### config.mk
export PLATFORM = sky130hd
export DESIGN_NAME = device_slot_table
export DESIGN_NICKNAME = d
export VERILOG_FILES = /design/src/hw/rtl/dst_pkg.sv /design/src/hw/rtl/dst_ram.sv /design/src/hw/rtl/dst_datapath.sv /design/src/hw/rtl/dst_controller.sv /design/src/hw/rtl/device_slot_table.sv
export SDC_FILE = /design/constraint.sdc
export NUM_CORES = 2
export LEC_CHECK = 0
export BUFFER_PORTS_ARGS = -buffer_cell sky130_fd_sc_hd__buf_2
export CAP_MARGIN = 10
export CORE_ASPECT_RATIO = 0.5
export CORE_MARGIN = 2
export CORE_UTILIZATION = 59
export CTS_BUF_LIST = sky130_fd_sc_hd__clkbuf_2 sky130_fd_sc_hd__clkbuf_4 sky130_fd_sc_hd__clkbuf_8
export DETAILED_ROUTE_END_ITERATION = 6
export PLACE_DENSITY_LB_ADDON = 0.08
export SLEW_MARGIN = 20
export SYNTH_ARGS = -nofsm -noshare
export SYNTH_HDL_FRONTEND = slang
export SYNTH_SLANG_ARGS = --single-unit
### constraint.sdc
create_clock -name clk_i -period 18.7 [get_ports clk_i]
set_input_delay 3.74 -clock clk_i [delete_from_list [all_inputs] [get_ports clk_i]]
set_output_delay 3.74 -clock clk_i [all_outputs]
set_load 0.1 [all_outputs]
### src/hw/rtl/dst_pkg.sv
// Shared types and constants of the device slot table.
`timescale 1ns / 1ps

package dst_pkg;

  // Entry layout and fixed words
  localparam logic [15:0] MARKER     = 16'hDEAD;
  localparam logic [15:0] EN_BIT     = 16'h8000;
  localparam logic [15:0] ID_LIMIT   = 16'h7FFF;
  localparam logic [15:0] AUTO_RESET = 16'hFFFF;
  localparam int          NUM_AUTO   = 6;

  // Request kinds; the fourth code is unused and reports not found
  typedef enum logic [1:0] {
    KIND_REGISTER = 2'd0,
    KIND_SET      = 2'd1,
    KIND_INIT     = 2'd2
  } kind_e;

  // Result status codes
  typedef enum logic [2:0] {
    ST_FOUND    = 3'd0,
    ST_ALLOC    = 3'd1,
    ST_FULL     = 3'd2,
    ST_SET      = 3'd3,
    ST_NOTFOUND = 3'd4,
    ST_INIT     = 3'd5
  } status_e;

  // Source of a table write
  typedef enum logic [1:0] {
    WR_REBUILD = 2'd0,
    WR_ALLOC   = 2'd1,
    WR_SET     = 2'd2
  } wr_src_e;

  // Controller to datapath commands
  typedef struct packed {
    logic    req_load;
    logic    scan_clr;
    logic    rd_en;
    logic    cmp_en;
    logic    valid_clr;
    logic    wr_en;
    wr_src_e wr_src;
    logic    finish;
    status_e fin_status;
  } dst_cmd_t;

  // Datapath to controller status
  typedef struct packed {
    kind_e kind;
    logic  marker_ok;
    logic  hit;
    logic  free_seen;
  } dst_sts_t;

endpackage

### src/hw/rtl/dst_ram.sv
// Generic single write port, single read port RAM with registered read.
`timescale 1ns / 1ps

module dst_ram #(
  parameter int WIDTH = 16,
  parameter int DEPTH = 64
) (
  input  logic                     clk_i,
  input  logic                     we_i,
  input  logic [$clog2(DEPTH)-1:0] waddr_i,
  input  logic [WIDTH-1:0]         wdata_i,
  input  logic                     re_i,
  input  logic [$clog2(DEPTH)-1:0] raddr_i,
  output logic [WIDTH-1:0]         rdata_o
);

  logic [WIDTH-1:0] mem_q [DEPTH];

  // Write and registered read
  always_ff @(posedge clk_i) begin
    if (we_i) begin
      mem_q[waddr_i] <= wdata_i;
    end
    if (re_i) begin
      rdata_o <= mem_q[raddr_i];
    end
  end

endmodule

### src/hw/rtl/dst_datapath.sv
// Datapath: auto registers, request word, entry store, compare and result registers.
`timescale 1ns / 1ps

module dst_datapath #(
  parameter int TABLE_ENTRIES = 64
) (
  input  logic                             clk_i,
  input  logic                             rst_ni,
  input  logic                             cfg_we_i,
  input  logic [2:0]                       cfg_index_i,
  input  logic [15:0]                      cfg_data_i,
  input  logic [1:0]                       kind_i,
  input  logic [15:0]                      device_word_i,
  input  logic                             want_enabled_i,
  input  dst_pkg::dst_cmd_t                cmd_i,
  input  logic [$clog2(TABLE_ENTRIES)-1:0] rd_addr_i,
  input  logic [2:0]                       reb_addr_i,
  output dst_pkg::dst_sts_t                sts_o,
  output logic [2:0]                       status_o,
  output logic [5:0]                       slot_o,
  output logic                             is_enabled_o,
  output logic                             done_o
);

  localparam int IW = $clog2(TABLE_ENTRIES);

  logic [15:0]        auto_q [dst_pkg::NUM_AUTO];
  logic [1:0]         kind_q;
  logic [15:0]        word_q;
  logic               want_q;
  logic [TABLE_ENTRIES-1:0] valid_q, valid_d;
  logic [IW-1:0]      rd_addr_q;
  logic [IW-1:0]      free_idx_q;
  logic               free_seen_q;
  logic [15:0]        ram_rdata;
  logic [15:0]        entry;
  logic               match;
  logic               is_free;
  logic [IW-1:0]      wr_addr;
  logic [15:0]        wr_data;
  logic [15:0]        auto_val;
  logic [2:0]         status_q;
  logic [5:0]         slot_q;
  logic               en_q;
  logic               done_q;

  // Configuration registers; indices beyond the list are dropped
  always_ff @(posedge clk_i or negedge rst_ni) begin
    if (!rst_ni) begin
      for (int i = 0; i < dst_pkg::NUM_AUTO; i++) begin
        auto_q[i] <= dst_pkg::AUTO_RESET;
      end
    end else if (cfg_we_i && (cfg_index_i < 3'(dst_pkg::NUM_AUTO))) begin
      auto_q[cfg_index_i] <= cfg_data_i;
    end
  end

  // Request word latch
  always_ff @(posedge clk_i) begin
    if (cmd_i.req_load) begin
      kind_q <= kind_i;
      word_q <= device_word_i;
      want_q <= want_enabled_i;
    end
  end

  // Entry read, masked by the valid bit so unwritten entries read as zero
  assign entry   = valid_q[rd_addr_q] ? ram_rdata : 16'h0000;
  assign match   = (entry[14:0] == word_q[14:0]);
  assign is_free = (entry[14:0] == 15'd0);

  // Write address and data
  assign auto_val = auto_q[3'(reb_addr_i - 3'd1)];
  always_comb begin
    wr_addr = IW'(reb_addr_i);
    wr_data = dst_pkg::MARKER;
    case (cmd_i.wr_src)
      dst_pkg::WR_REBUILD: begin
        wr_addr = IW'(reb_addr_i);
        if (reb_addr_i == 3'd0) begin
          wr_data = dst_pkg::MARKER;
        end else if (auto_val < dst_pkg::ID_LIMIT) begin
          wr_data = auto_val | dst_pkg::EN_BIT;
        end else begin
          wr_data = 16'h0000;
        end
      end
      dst_pkg::WR_ALLOC: begin
        wr_addr = free_idx_q;
        wr_data = {1'b0, word_q[14:0]};
      end
      dst_pkg::WR_SET: begin
        wr_addr = rd_addr_q;
        wr_data = want_q ? (word_q | dst_pkg::EN_BIT) : word_q;
      end
      default: begin
        wr_addr = IW'(reb_addr_i);
        wr_data = dst_pkg::MARKER;
      end
    endcase
  end

  // Valid bits: a rebuild clears them all, a write sets one
  always_comb begin
    valid_d = cmd_i.valid_clr ? '0 : valid_q;
    if (cmd_i.wr_en) begin
      valid_d[wr_addr] = 1'b1;
    end
  end

  always_ff @(posedge clk_i or negedge rst_ni) begin
    if (!rst_ni) begin
      valid_q     <= '0;
      free_seen_q <= 1'b0;
      done_q      <= 1'b0;
    end else begin
      valid_q <= valid_d;
      done_q  <= cmd_i.finish;
      if (cmd_i.scan_clr) begin
        free_seen_q <= 1'b0;
      end else if (cmd_i.cmp_en && is_free && !free_seen_q) begin
        free_seen_q <= 1'b1;
      end
    end
  end

  // Read address tag and first free slot
  always_ff @(posedge clk_i) begin
    if (cmd_i.rd_en) begin
      rd_addr_q <= rd_addr_i;
    end
    if (cmd_i.cmp_en && is_free && !free_seen_q) begin
      free_idx_q <= rd_addr_q;
    end
  end

  dst_ram #(
    .WIDTH (16),
    .DEPTH (TABLE_ENTRIES)
  ) u_store (
    .clk_i   (clk_i),
    .we_i    (cmd_i.wr_en),
    .waddr_i (wr_addr),
    .wdata_i (wr_data),
    .re_i    (cmd_i.rd_en),
    .raddr_i (rd_addr_i),
    .rdata_o (ram_rdata)
  );

  // Result word
  always_ff @(posedge clk_i) begin
    if (cmd_i.finish) begin
      status_q <= cmd_i.fin_status;
      case (cmd_i.fin_status)
        dst_pkg::ST_FOUND: begin
          slot_q <= 6'(rd_addr_q);
          en_q   <= entry[15];
        end
        dst_pkg::ST_ALLOC: begin
          slot_q <= 6'(free_idx_q);
          en_q   <= 1'b0;
        end
        default: begin
          slot_q <= 6'd0;
          en_q   <= 1'b0;
        end
      endcase
    end
  end

  assign sts_o.kind      = dst_pkg::kind_e'(kind_q);
  assign sts_o.marker_ok = (entry == dst_pkg::MARKER);
  assign sts_o.hit       = match;
  assign sts_o.free_seen = free_seen_q;

  assign status_o     = status_q;
  assign slot_o       = slot_q;
  assign is_enabled_o = en_q;
  assign done_o       = done_q;

  // Results never come in adjacent cycles
  a_done_single: assert property (@(posedge clk_i) disable iff (!rst_ni)
    done_q |=> !done_q)
    else $error("result strobe held for two cycles");

  // An allocation writes only a slot the scan found free
  a_alloc_free: assert property (@(posedge clk_i) disable iff (!rst_ni)
    (cmd_i.wr_en && cmd_i.wr_src == dst_pkg::WR_ALLOC) |-> free_seen_q)
    else $error("allocation without a free slot");

  // A status write lands only on the entry that matched
  a_set_hit: assert property (@(posedge clk_i) disable iff (!rst_ni)
    (cmd_i.wr_en && cmd_i.wr_src == dst_pkg::WR_SET) |-> match)
    else $error("status write without a matching entry");

endmodule

### src/hw/rtl/dst_controller.sv
// Controller: request sequencing, marker check, rebuild and table scan.
`timescale 1ns / 1ps

module dst_controller #(
  parameter int TABLE_ENTRIES = 64
) (
  input  logic                             clk_i,
  input  logic                             rst_ni,
  input  logic                             start,
  output logic                             busy,
  input  dst_pkg::dst_sts_t                sts_i,
  output dst_pkg::dst_cmd_t                cmd_o,
  output logic [$clog2(TABLE_ENTRIES)-1:0] rd_addr_o,
  output logic [2:0]                       reb_addr_o
);

  localparam int            IW   = $clog2(TABLE_ENTRIES);
  localparam logic [IW-1:0] LAST = IW'(TABLE_ENTRIES - 1);
  localparam logic [2:0]    REB_LAST = 3'(dst_pkg::NUM_AUTO);

  typedef enum logic [2:0] {
    S_IDLE,
    S_DISP,
    S_MRD,
    S_MCHK,
    S_REB,
    S_SCAN,
    S_END
  } state_e;

  state_e        state_q;
  logic [IW-1:0] issue_q;
  logic          issue_vld_q;
  logic          cmp_vld_q;
  logic          cmp_last_q;
  logic [2:0]    reb_q;
  logic          scan_hit;

  assign scan_hit = cmp_vld_q && sts_i.hit;

  // Command decode
  always_comb begin
    cmd_o            = '0;
    cmd_o.wr_src     = dst_pkg::WR_REBUILD;
    cmd_o.fin_status = dst_pkg::ST_NOTFOUND;
    rd_addr_o        = issue_q;
    reb_addr_o       = reb_q;
    case (state_q)
      S_IDLE: begin
        cmd_o.req_load = start;
        cmd_o.scan_clr = start;
      end
      S_MRD: begin
        cmd_o.rd_en = 1'b1;
        rd_addr_o   = '0;
      end
      S_REB: begin
        cmd_o.valid_clr = (reb_q == 3'd0);
        cmd_o.wr_en     = 1'b1;
        cmd_o.wr_src    = dst_pkg::WR_REBUILD;
        if (reb_q == REB_LAST && sts_i.kind == dst_pkg::KIND_INIT) begin
          cmd_o.finish     = 1'b1;
          cmd_o.fin_status = dst_pkg::ST_INIT;
        end
      end
      S_SCAN: begin
        cmd_o.rd_en  = issue_vld_q;
        cmd_o.cmp_en = cmp_vld_q;
        if (scan_hit) begin
          cmd_o.finish = 1'b1;
          if (sts_i.kind == dst_pkg::KIND_REGISTER) begin
            cmd_o.fin_status = dst_pkg::ST_FOUND;
          end else begin
            cmd_o.wr_en      = 1'b1;
            cmd_o.wr_src     = dst_pkg::WR_SET;
            cmd_o.fin_status = dst_pkg::ST_SET;
          end
        end
      end
      S_END: begin
        cmd_o.finish = 1'b1;
        if (sts_i.kind == dst_pkg::KIND_REGISTER) begin
          if (sts_i.free_seen) begin
            cmd_o.wr_en      = 1'b1;
            cmd_o.wr_src     = dst_pkg::WR_ALLOC;
            cmd_o.fin_status = dst_pkg::ST_ALLOC;
          end else begin
            cmd_o.fin_status = dst_pkg::ST_FULL;
          end
        end
      end
      default: begin
        cmd_o = '0;
      end
    endcase
  end

  assign busy = (state_q != S_IDLE);

  // State and scan counters
  always_ff @(posedge clk_i or negedge rst_ni) begin
    if (!rst_ni) begin
      state_q     <= S_IDLE;
      issue_q     <= '0;
      issue_vld_q <= 1'b0;
      cmp_vld_q   <= 1'b0;
      cmp_last_q  <= 1'b0;
      reb_q       <= '0;
    end else begin
      case (state_q)
        S_IDLE: begin
          if (start) begin
            state_q <= S_DISP;
          end
        end
        S_DISP: begin
          reb_q       <= '0;
          issue_q     <= IW'(1);
          issue_vld_q <= 1'b1;
          cmp_vld_q   <= 1'b0;
          case (sts_i.kind)
            dst_pkg::KIND_REGISTER: state_q <= S_MRD;
            dst_pkg::KIND_SET:      state_q <= S_SCAN;
            dst_pkg::KIND_INIT:     state_q <= S_REB;
            default:                state_q <= S_END;
          endcase
        end
        S_MRD: begin
          state_q <= S_MCHK;
        end
        S_MCHK: begin
          state_q <= sts_i.marker_ok ? S_SCAN : S_REB;
        end
        S_REB: begin
          if (reb_q == REB_LAST) begin
            state_q <= (sts_i.kind == dst_pkg::KIND_INIT) ? S_IDLE : S_SCAN;
          end else begin
            reb_q <= reb_q + 3'd1;
          end
        end
        S_SCAN: begin
          cmp_vld_q  <= issue_vld_q;
          cmp_last_q <= (issue_q == LAST);
          if (issue_vld_q) begin
            if (issue_q == LAST) begin
              issue_vld_q <= 1'b0;
            end else begin
              issue_q <= issue_q + IW'(1);
            end
          end
          if (scan_hit) begin
            state_q <= S_IDLE;
          end else if (cmp_vld_q && cmp_last_q) begin
            state_q <= S_END;
          end
        end
        S_END: begin
          state_q <= S_IDLE;
        end
        default: begin
          state_q <= S_IDLE;
        end
      endcase
    end
  end

  // Entry 0 holds the marker and is never scanned
  a_skip_marker: assert property (@(posedge clk_i) disable iff (!rst_ni)
    (state_q == S_SCAN && issue_vld_q) |-> (issue_q != '0))
    else $error("scan issued a read of the marker entry");

  // Once the last entry has been compared no read is still in flight
  a_last_cmp: assert property (@(posedge clk_i) disable iff (!rst_ni)
    (state_q == S_SCAN && cmp_vld_q && cmp_last_q) |-> !issue_vld_q)
    else $error("read issued past the last entry");

  // A finished request returns to idle at once
  a_finish_idle: assert property (@(posedge clk_i) disable iff (!rst_ni)
    cmd_o.finish |=> (state_q == S_IDLE))
    else $error("controller did not return to idle after a result");

endmodule

### src/hw/rtl/device_slot_table.sv
// Top level of the device slot table.
`timescale 1ns / 1ps

// Device slot table. A request is taken when start is high and busy is low;
// exactly one result word follows, shown on status_o, slot_o and is_enabled_o
// for a single cycle while done_o is high. The receiver cannot stall, so the
// result must be captured in that cycle. The entry store is scanned through its
// one read port, one entry a cycle, with a registered read. A register or
// set-status request runs the whole table unless an entry matches first; a
// register request rebuilds the table first when the marker is missing, an init
// request only rebuilds, and the unused kind neither rebuilds nor scans. done_o
// is high in the first cycle in which busy is low again. The rebuild writes the
// marker and slots 1 to 6 and clears the rest through per-entry valid bits, so
// no clearing pass follows reset. The auto registers may be written only while
// busy is low.
module device_slot_table #(
  parameter int TABLE_ENTRIES = 64
) (
  input  logic        clk_i,
  input  logic        rst_ni,
  input  logic        cfg_we_i,
  input  logic [2:0]  cfg_index_i,
  input  logic [15:0] cfg_data_i,
  input  logic        start,
  output logic        busy,
  input  logic [1:0]  kind_i,
  input  logic [15:0] device_word_i,
  input  logic        want_enabled_i,
  output logic        done_o,
  output logic [2:0]  status_o,
  output logic [5:0]  slot_o,
  output logic        is_enabled_o
);

  localparam int IW = $clog2(TABLE_ENTRIES);

  dst_pkg::dst_cmd_t cmd;
  dst_pkg::dst_sts_t sts;
  logic [IW-1:0]     rd_addr;
  logic [2:0]        reb_addr;

  dst_controller #(
    .TABLE_ENTRIES (TABLE_ENTRIES)
  ) u_ctrl (
    .clk_i      (clk_i),
    .rst_ni     (rst_ni),
    .start      (start),
    .busy       (busy),
    .sts_i      (sts),
    .cmd_o      (cmd),
    .rd_addr_o  (rd_addr),
    .reb_addr_o (reb_addr)
  );

  dst_datapath #(
    .TABLE_ENTRIES (TABLE_ENTRIES)
  ) u_dp (
    .clk_i          (clk_i),
    .rst_ni         (rst_ni),
    .cfg_we_i       (cfg_we_i),
    .cfg_index_i    (cfg_index_i),
    .cfg_data_i     (cfg_data_i),
    .kind_i         (kind_i),
    .device_word_i  (device_word_i),
    .want_enabled_i (want_enabled_i),
    .cmd_i          (cmd),
    .rd_addr_i      (rd_addr),
    .reb_addr_i     (reb_addr),
    .sts_o          (sts),
    .status_o       (status_o),
    .slot_o         (slot_o),
    .is_enabled_o   (is_enabled_o),
    .done_o         (done_o)
  );

endmodule

After elaboration in Yosys (flattened, before gate mapping):

Memory sizes are Yosys's and may differ from the RTL's. A register that Yosys moved wholly into a read port is not among the register bits.
Cells that the tools add are included.

* RAM bits: 1024
* bits in registers: 218
* memories: 1
* output and inout port bits: 12
* word-level logic and storage cells: 136
* input bits: 42

* bitwise gates (word level): 3
* reductions and logical operators: 23
* order comparisons: 8
* $add $sub $neg: 3
* equality and inequality tests: 21
* mux-type cells: 54

Memories
* u_dp.u_store.mem_q: words 64, bits a word 16, read ports 1, clocked after memory_dff 1, wr ports 1, RTL line dst_ram.sv:17 `logic [WIDTH-1:0] mem_q [DEPTH];`

Operator list (number)
* 64-bit two-way mux: 2
* 16-bit two-way mux: 7
* 96-bit bitwise mux: 1
* 64-bit OR: 1
* 16-bit binary-select mux with 3-bit select: 1
* 16-bit demux with 3-bit select: 1
* 16-bit case mux with 3 select lines: 1
* 6-bit case mux with 2 select lines: 3
* 3-bit two-way mux: 10
* 7-bit case mux with 4 select lines: 1
* 6-bit two-way mux: 3
* 3-bit case mux with 6 select lines: 1
* 16-bit equality test (second input constant): 1
* 16-bit by 15-bit < comparator with 1-bit output (second input constant): 1
* 15-bit equality test: 1
* 15-bit logical NOT: 1
* 6-bit by 7-bit < comparator with 1-bit output (second input constant): 2
* 3-bit equality test (second input constant): 4
* 1-bit two-way mux: 11
* 3-bit logical NOT: 3
* 3-bit case mux with 3 select lines: 1
* 4-bit >= comparator (second input constant): 2
* 1-bit logical AND: 8
* 3-bit inverter with 4-bit output: 2
* 28 further kinds: 43

Depth between registers and ports, before layout:

* depth in word-level cells: 15
* mapped depth: 21
* mapped depth without buffers: 16

Modules after synthesis:

A second synthesis with hierarchy kept.

* cells, all modules: 2745
* area, all modules: 51201.6 µm²

By module, submodules not included
* dst_ram: area each 40202.3 µm², sequential area each 31230.0 µm², cells an instance 1829, instances 1
* dst_datapath: area each 9853.2 µm², sequential area each 5405.2 µm², cells an instance 777, instances 1
* dst_controller: area each 1146.1 µm², sequential area each 375.4 µm², cells an instance 139, instances 1

Worst setup path after synthesis:

No wires, ideal clock.

* path kind: register -> register
* from: reg u_dp.rd_addr_q[0]
* to: mem u_dp.u_store.mem_q[0][13] (data pin)
* period minus slack after synthesis: 7243 ps
* required time: 18152 ps
* library setup time: 548 ps
* arrival: 6696 ps
* buffers on the path: 6
* cell stages (with the launch flop): 21
* path slack: 11457 ps
* cells stage by stage: edfxtp_1 > buf_6 > buf_6 > mux4_2 > mux2i_1 > mux2i_1 > a211o_1 > or2_1 > buf_2 > a221oi_2 > or4b_4 > or2_2 > or4_1 > inv_1 > ha_1 > clkbuf_1 > or2_2 > clkbuf_1 > clkbuf_1 > nand2_1 > a21oi_1

* longest elaborated chain between the ends: 9
* elaborated cells on any way between the ends: 11
* those cells by class: eq/ne (3); mux (6); reduce/logical (2)

Ends and longest elaborated chain
* start: declaration: RTL line dst_datapath.sv:32 `logic [IW-1:0] rd_addr_q;`
* start signal: assignment: RTL line dst_datapath.sv:130 `rd_addr_q <= rd_addr_i;`
* 1-bit binary-select mux with 6-bit select (*): RTL line dst_datapath.sv:68 `assign entry = valid_q[rd_addr_q] ? ram_rdata : 16'h0000;`
* 1-bit two-way mux (not written as such) (*): RTL line dst_datapath.sv:68
* 16-bit two-way mux (*): RTL line dst_datapath.sv:68
* 15-bit equality test (*): RTL line dst_datapath.sv:69 `assign match = (entry[14:0] == word_q[14:0]);`
* 1-bit logical AND (*): RTL line dst_controller.sv:39 `assign scan_hit = cmp_vld_q && sts_i.hit;`
* 7-bit two-way mux (*): RTL line dst_controller.sv:69 `if (scan_hit) begin`
* 7-bit case mux with 4 select lines (*): RTL line dst_controller.sv:48 `case (state_q)`
* 2-bit equality test, or another cell as far along: RTL line dst_datapath.sv:77 `case (cmd_i.wr_src)`
* 16-bit case mux with 3 select lines (*): RTL line dst_datapath.sv:77
* named net u_dp.u_store.wdata_i[13]: RTL line dst_ram.sv:11 `input logic [WIDTH-1:0] wdata_i,`
* end: declaration: RTL line dst_ram.sv:17

The timed path passes the listed nets; every way through them passes the cells marked *. The select of a mux whose other input is x is not followed.

Worst setup path after layout:

* from: reg u_dp.rd_addr_q[0]
* to: mem u_dp.u_store.mem_q[61][14] (enable)

* longest elaborated chain between the ends: 9
* elaborated cells on any way between the ends: 12
* those cells by class: eq/ne (3); mux (8); reduce/logical (1)

Ends and longest elaborated chain (RTL line)
* 1-bit binary-select mux with 6-bit select: dst_datapath.sv:68
* 1-bit two-way mux (not written as such): dst_datapath.sv:68
* 16-bit two-way mux: dst_datapath.sv:68
* 15-bit equality test: dst_datapath.sv:69
* 1-bit logical AND: dst_controller.sv:39
* 7-bit two-way mux: dst_controller.sv:69
* 7-bit case mux with 4 select lines: dst_controller.sv:48
* 2-bit equality test, or another cell as far along: dst_datapath.sv:77
* 6-bit case mux with 2 select lines / 1-bit two-way mux (equally long branches): dst_datapath.sv:77, dst_ram.sv:22

Several ways; a longest one is shown, not always the timed one. The select of a mux whose other input is x is not followed.

==> flow_summary.yaml <==
floorplanning:
  die_h_um: 213
  die_x_um: 422
  core-area_um2: 86300
  dieArea_um2: 89900
  initial_core_util_pct: 59.7
  num_rows: 76
  ioPinCount: 54
grt:
  grt_max_degree: 139
  grt_first_pass_wirelength_um: 197000
  grt_usage_pct: 30.1
  grt_overflow: 0
  antenna_found_initial: 4
  grt_pass1_vias: 30000
clock_network:
  cts.path.max_buffers: 3
  cts_tree: "yes"
  cts_buffers: 170
  cts.sinks: 1258
  htree_levels: 4
  ctsHoldBuffers: 0
  path_clk_slew_ps: 70
  post_cts.repair.setup_buffers: 0
  ctsResizeCount: 0
  cts_root_buf: "clkbuf_8"
  clk_latency_ps: 870
timing:
  rsz0062_at_grt: "false"
  tns_ps: 0
  final_hold_viol_count: 0
  timing.final.crit_period_ps: 7070
  hold_slack_ps: 478
  worst_slack_ps: 11630
  max_freq_mhz: 141
  drv_slew: 0
  finalClockSkew_ps: 30.6
  setup_viol: 0
  period_share_pct: 37.8
  maxSlewHeadroom_pct: 27.6
  worstMarginPinSlew_ps: 1090
route:
  vias: 31500
  drtIter0Drc: 4166
  wl_um: 135000
  wl_per_cell_um: 27.8
  viasPerCell: 6.51
  dr.pass1.iters: 6
  drtAntennaViolNets: 0
  drc: 0
hold_path:
  whs_path_depth: 2
  hold_path_class: "reg2reg"
  worstHoldStart: "u_dp.valid_q[47]$_DFF_PN0_"
  holdPathEnd: "u_dp.valid_q[47]$_DFF_PN0_"
worst_setup_path:
  slowest_stage: "nor3_4"
  critPathBufInv: 1
  cp.arrival_ps: 7550
  timing.rr.end: "u_dp.u_store.mem_q[61][14]$_DFFE_PP_"
  worstPathRequired_ps: 19190
  cp-start-kind: "register"
  reg2reg_slack_ps: 11630
  critPathMaxStageDelay_ps: 830
  crit_type: "reg2reg"
  worstPathCellList: "buf_4, mux4_2, mux2i_1, mux2i_1, a211o_1, or2_1, a221oi_2, or4b_4, or2_2, or4_1, ha_1, a22oi_1, o21ai_0, nor3_1, nand2_1, nor3_4"
  crit_fanout: 31
  r2r-start: "u_dp.rd_addr_q[0]$_DFFE_PP_"
  critPathCaptureType: "register"
  critical_path.top_delay_family: "simple AND/OR/NAND/NOR gates"
  crit_top_cell: "mux2i_1"
  reg2reg_depth: 16
yosys:
  synthFlopType: "edfxtp_1"
  synth_edf_count: 1081
  synth_area_um2: 51600
  synth_warnings: 0
  yosys.cell_types.count: 64
  async_flop_share_pct: 14.1
  synth-seq-cells: 1258
  synth_area_per_cell_um2: 14.9
  syn_inst: 3453
  syn_nets: 3508
  yosysSeqAreaShare_pct: 71.8
job:
  max_cap_viol_count: 0
finish:
  drive_gt1_share_pct: 22.7
  finish.instance_area_um2: 57100
  final_cells: 4845
  nNetsFinal: 3587
  area_growth_pct: 10.7
  final_util_pct: 66.1
place:
  place.gp.congestion: 0.927
  portBuffers: 53
  post-dp-hpwl_um: 79900
  placed_area_um2: 53600
  dp_slack_ps: 11600
  dp_cells: 4527
pwr:
  powerDensity_nw_per_um2: 181
  p_leak_nw: 19.1
  ir_drop_uv: 210
  fin_total_pwr_mw: 10.3
status:
  status: "finished, final reports clean"
area by class of cell:
cell class / instances / area (um2)
Sequential cell: 1258 / 37000
Fill cell: 6085 / 29300
Multi-Input combinational cell: 1907 / 13900
Clock buffer: 245 / 3000
Tap cell: 1170 / 1460
Timing Repair Buffer: 170 / 1230
Clock inverter: 68 / 328
Inverter: 25 / 104
Antenna cell: 2 / 5.00
sequential cells by signal, indices dropped and copies added (netlist names), 2 cells and up:
register,cells
u_dp.u_store.mem_q,1024
u_dp.rd_addr_q,6
u_ctrl.reb_addr_o,3
u_dp.u_store.rdata_o,16
u_ctrl.state_q,3
u_dp.kind_q,2
u_dp.auto_q,96
u_dp.valid_q,64
u_dp.free_idx_q,6
u_dp.word_q,16
u_dp.slot_o,6
u_ctrl.issue_q,6
u_dp.status_o,3
power breakdown:
part	internal (mW)	switching [mW]
Combinational	0.891	3.05
Clock	1.04	1.02
Sequential	4.16	0.157
Total	6.09	4.23
cell families (layout without fill, tap and decap cells):
logic type	Yosys count	after routing	synth area share, %
xor gates and xnor gates	8	8	0.136
and+or+nand+nor	915	915	7.93
buffers and inverters	288	508	2.26
adders and majority gates	13	13	0.316
other	0	2	0
DFF	1258	1258	71.8
AOI/OAI and AO/OA	682	682	9.69
muxes	289	289	7.88
synthesized netlist by cell type, drive strengths merged, types with 3 or more instances:
| master | n | share of area, % |
|---|---|---|
| a211oi | 114 | 1.7 |
| a21oi | 75 | 0.73 |
| a22o | 8 | 0.14 |
| a22oi | 15 | 0.22 |
| a311oi | 128 | 2.2 |
| a31oi | 3 | 0.036 |
| and2 | 5 | 0.061 |
| and3 | 6 | 0.073 |
| buf | 38 | 0.44 |
| clkbuf | 225 | 1.6 |
| dfrtp | 81 | 3.9 |
| dfstp | 96 | 4.9 |
| edfxtp | 1081 | 63 |
| ha | 13 | 0.32 |
| inv | 24 | 0.17 |
| mux2 | 96 | 2.1 |
| mux2i | 109 | 2.1 |
| mux4 | 84 | 3.7 |
| nand2 | 529 | 3.9 |
| nand2b | 14 | 0.17 |
| nand3 | 143 | 1.4 |
| nand4 | 8 | 0.097 |
| nand4b | 3 | 0.051 |
| nor2 | 21 | 0.15 |
| nor2b | 72 | 0.87 |
| nor3 | 89 | 0.86 |
| nor4 | 4 | 0.049 |
| o211ai | 64 | 0.93 |
| o21a | 6 | 0.087 |
| o21ai | 98 | 0.95 |
| o221ai | 65 | 1.1 |
| o22ai | 4 | 0.049 |
| o31ai | 80 | 1.2 |
| or2 | 6 | 0.073 |
| or3 | 6 | 0.073 |
| or4 | 3 | 0.044 |
| xnor2 | 6 | 0.10 |
metal layers:
layer	vias to the layer above	global-route usage [%]	share of wire, %
met1	16100	45.4	43
met3	167	8.28	11
li1	13700	-	-
met2	1571	43.4	44
met4	0	8.07	1.8
met5	-	0	0
worst max path at each step:
stage	from	endpoint	cells after the start
2_1_floorplan	u_dp.rd_addr_q[0]$_DFFE_PP_	u_dp.u_store.mem_q[0][13]$_DFFE_PP_	20
3_3_place_gp	u_dp.rd_addr_q[0]$_DFFE_PP_	u_dp.u_store.mem_q[61][3]$_DFFE_PP_	16
3_5_place_dp	u_dp.rd_addr_q[0]$_DFFE_PP_	u_dp.u_store.mem_q[53][0]$_DFFE_PP_	16
4_1_cts	u_dp.rd_addr_q[0]$_DFFE_PP_	u_dp.u_store.mem_q[53][11]$_DFFE_PP_	16
5_1_grt	u_dp.rd_addr_q[0]$_DFFE_PP_	u_dp.u_store.mem_q[61][14]$_DFFE_PP_	16
6_report	u_dp.rd_addr_q[0]$_DFFE_PP_	u_dp.u_store.mem_q[61][14]$_DFFE_PP_	16
cells in the final DEF, fill, tap and decap left out, drive strengths merged, types with 64 or more instances in the layout:
master  netlist  final
o221ai       65     65
nor2b        72     72
nand3       143    143
mux2i       109    109
edfxtp     1081   1081
o31ai        80     80
dfrtp        81     81
o21ai        98     98
buf          38    170
o211ai       64     64
dfstp        96     96
a211oi      114    114
nor3         89     89
mux4         84     84
nand2       529    529
a21oi        75     75
clkbuf      225    245
a311oi      128    128
mux2         96     96
worst reg2reg max path, stage by stage, from the launching register on:
cell	delay (ps)
edfxtp_1	330
buf_4	440
mux4_2	570
mux2i_1	170
mux2i_1	120
a211o_1	330
or2_1	340
a221oi_2	290
or4b_4	510
or2_2	320
or4_1	630
ha_1	400
a22oi_1	330
o21ai_0	170
nor3_1	460
nand2_1	420
nor3_4	830
(Power assumes the default switching activity.)
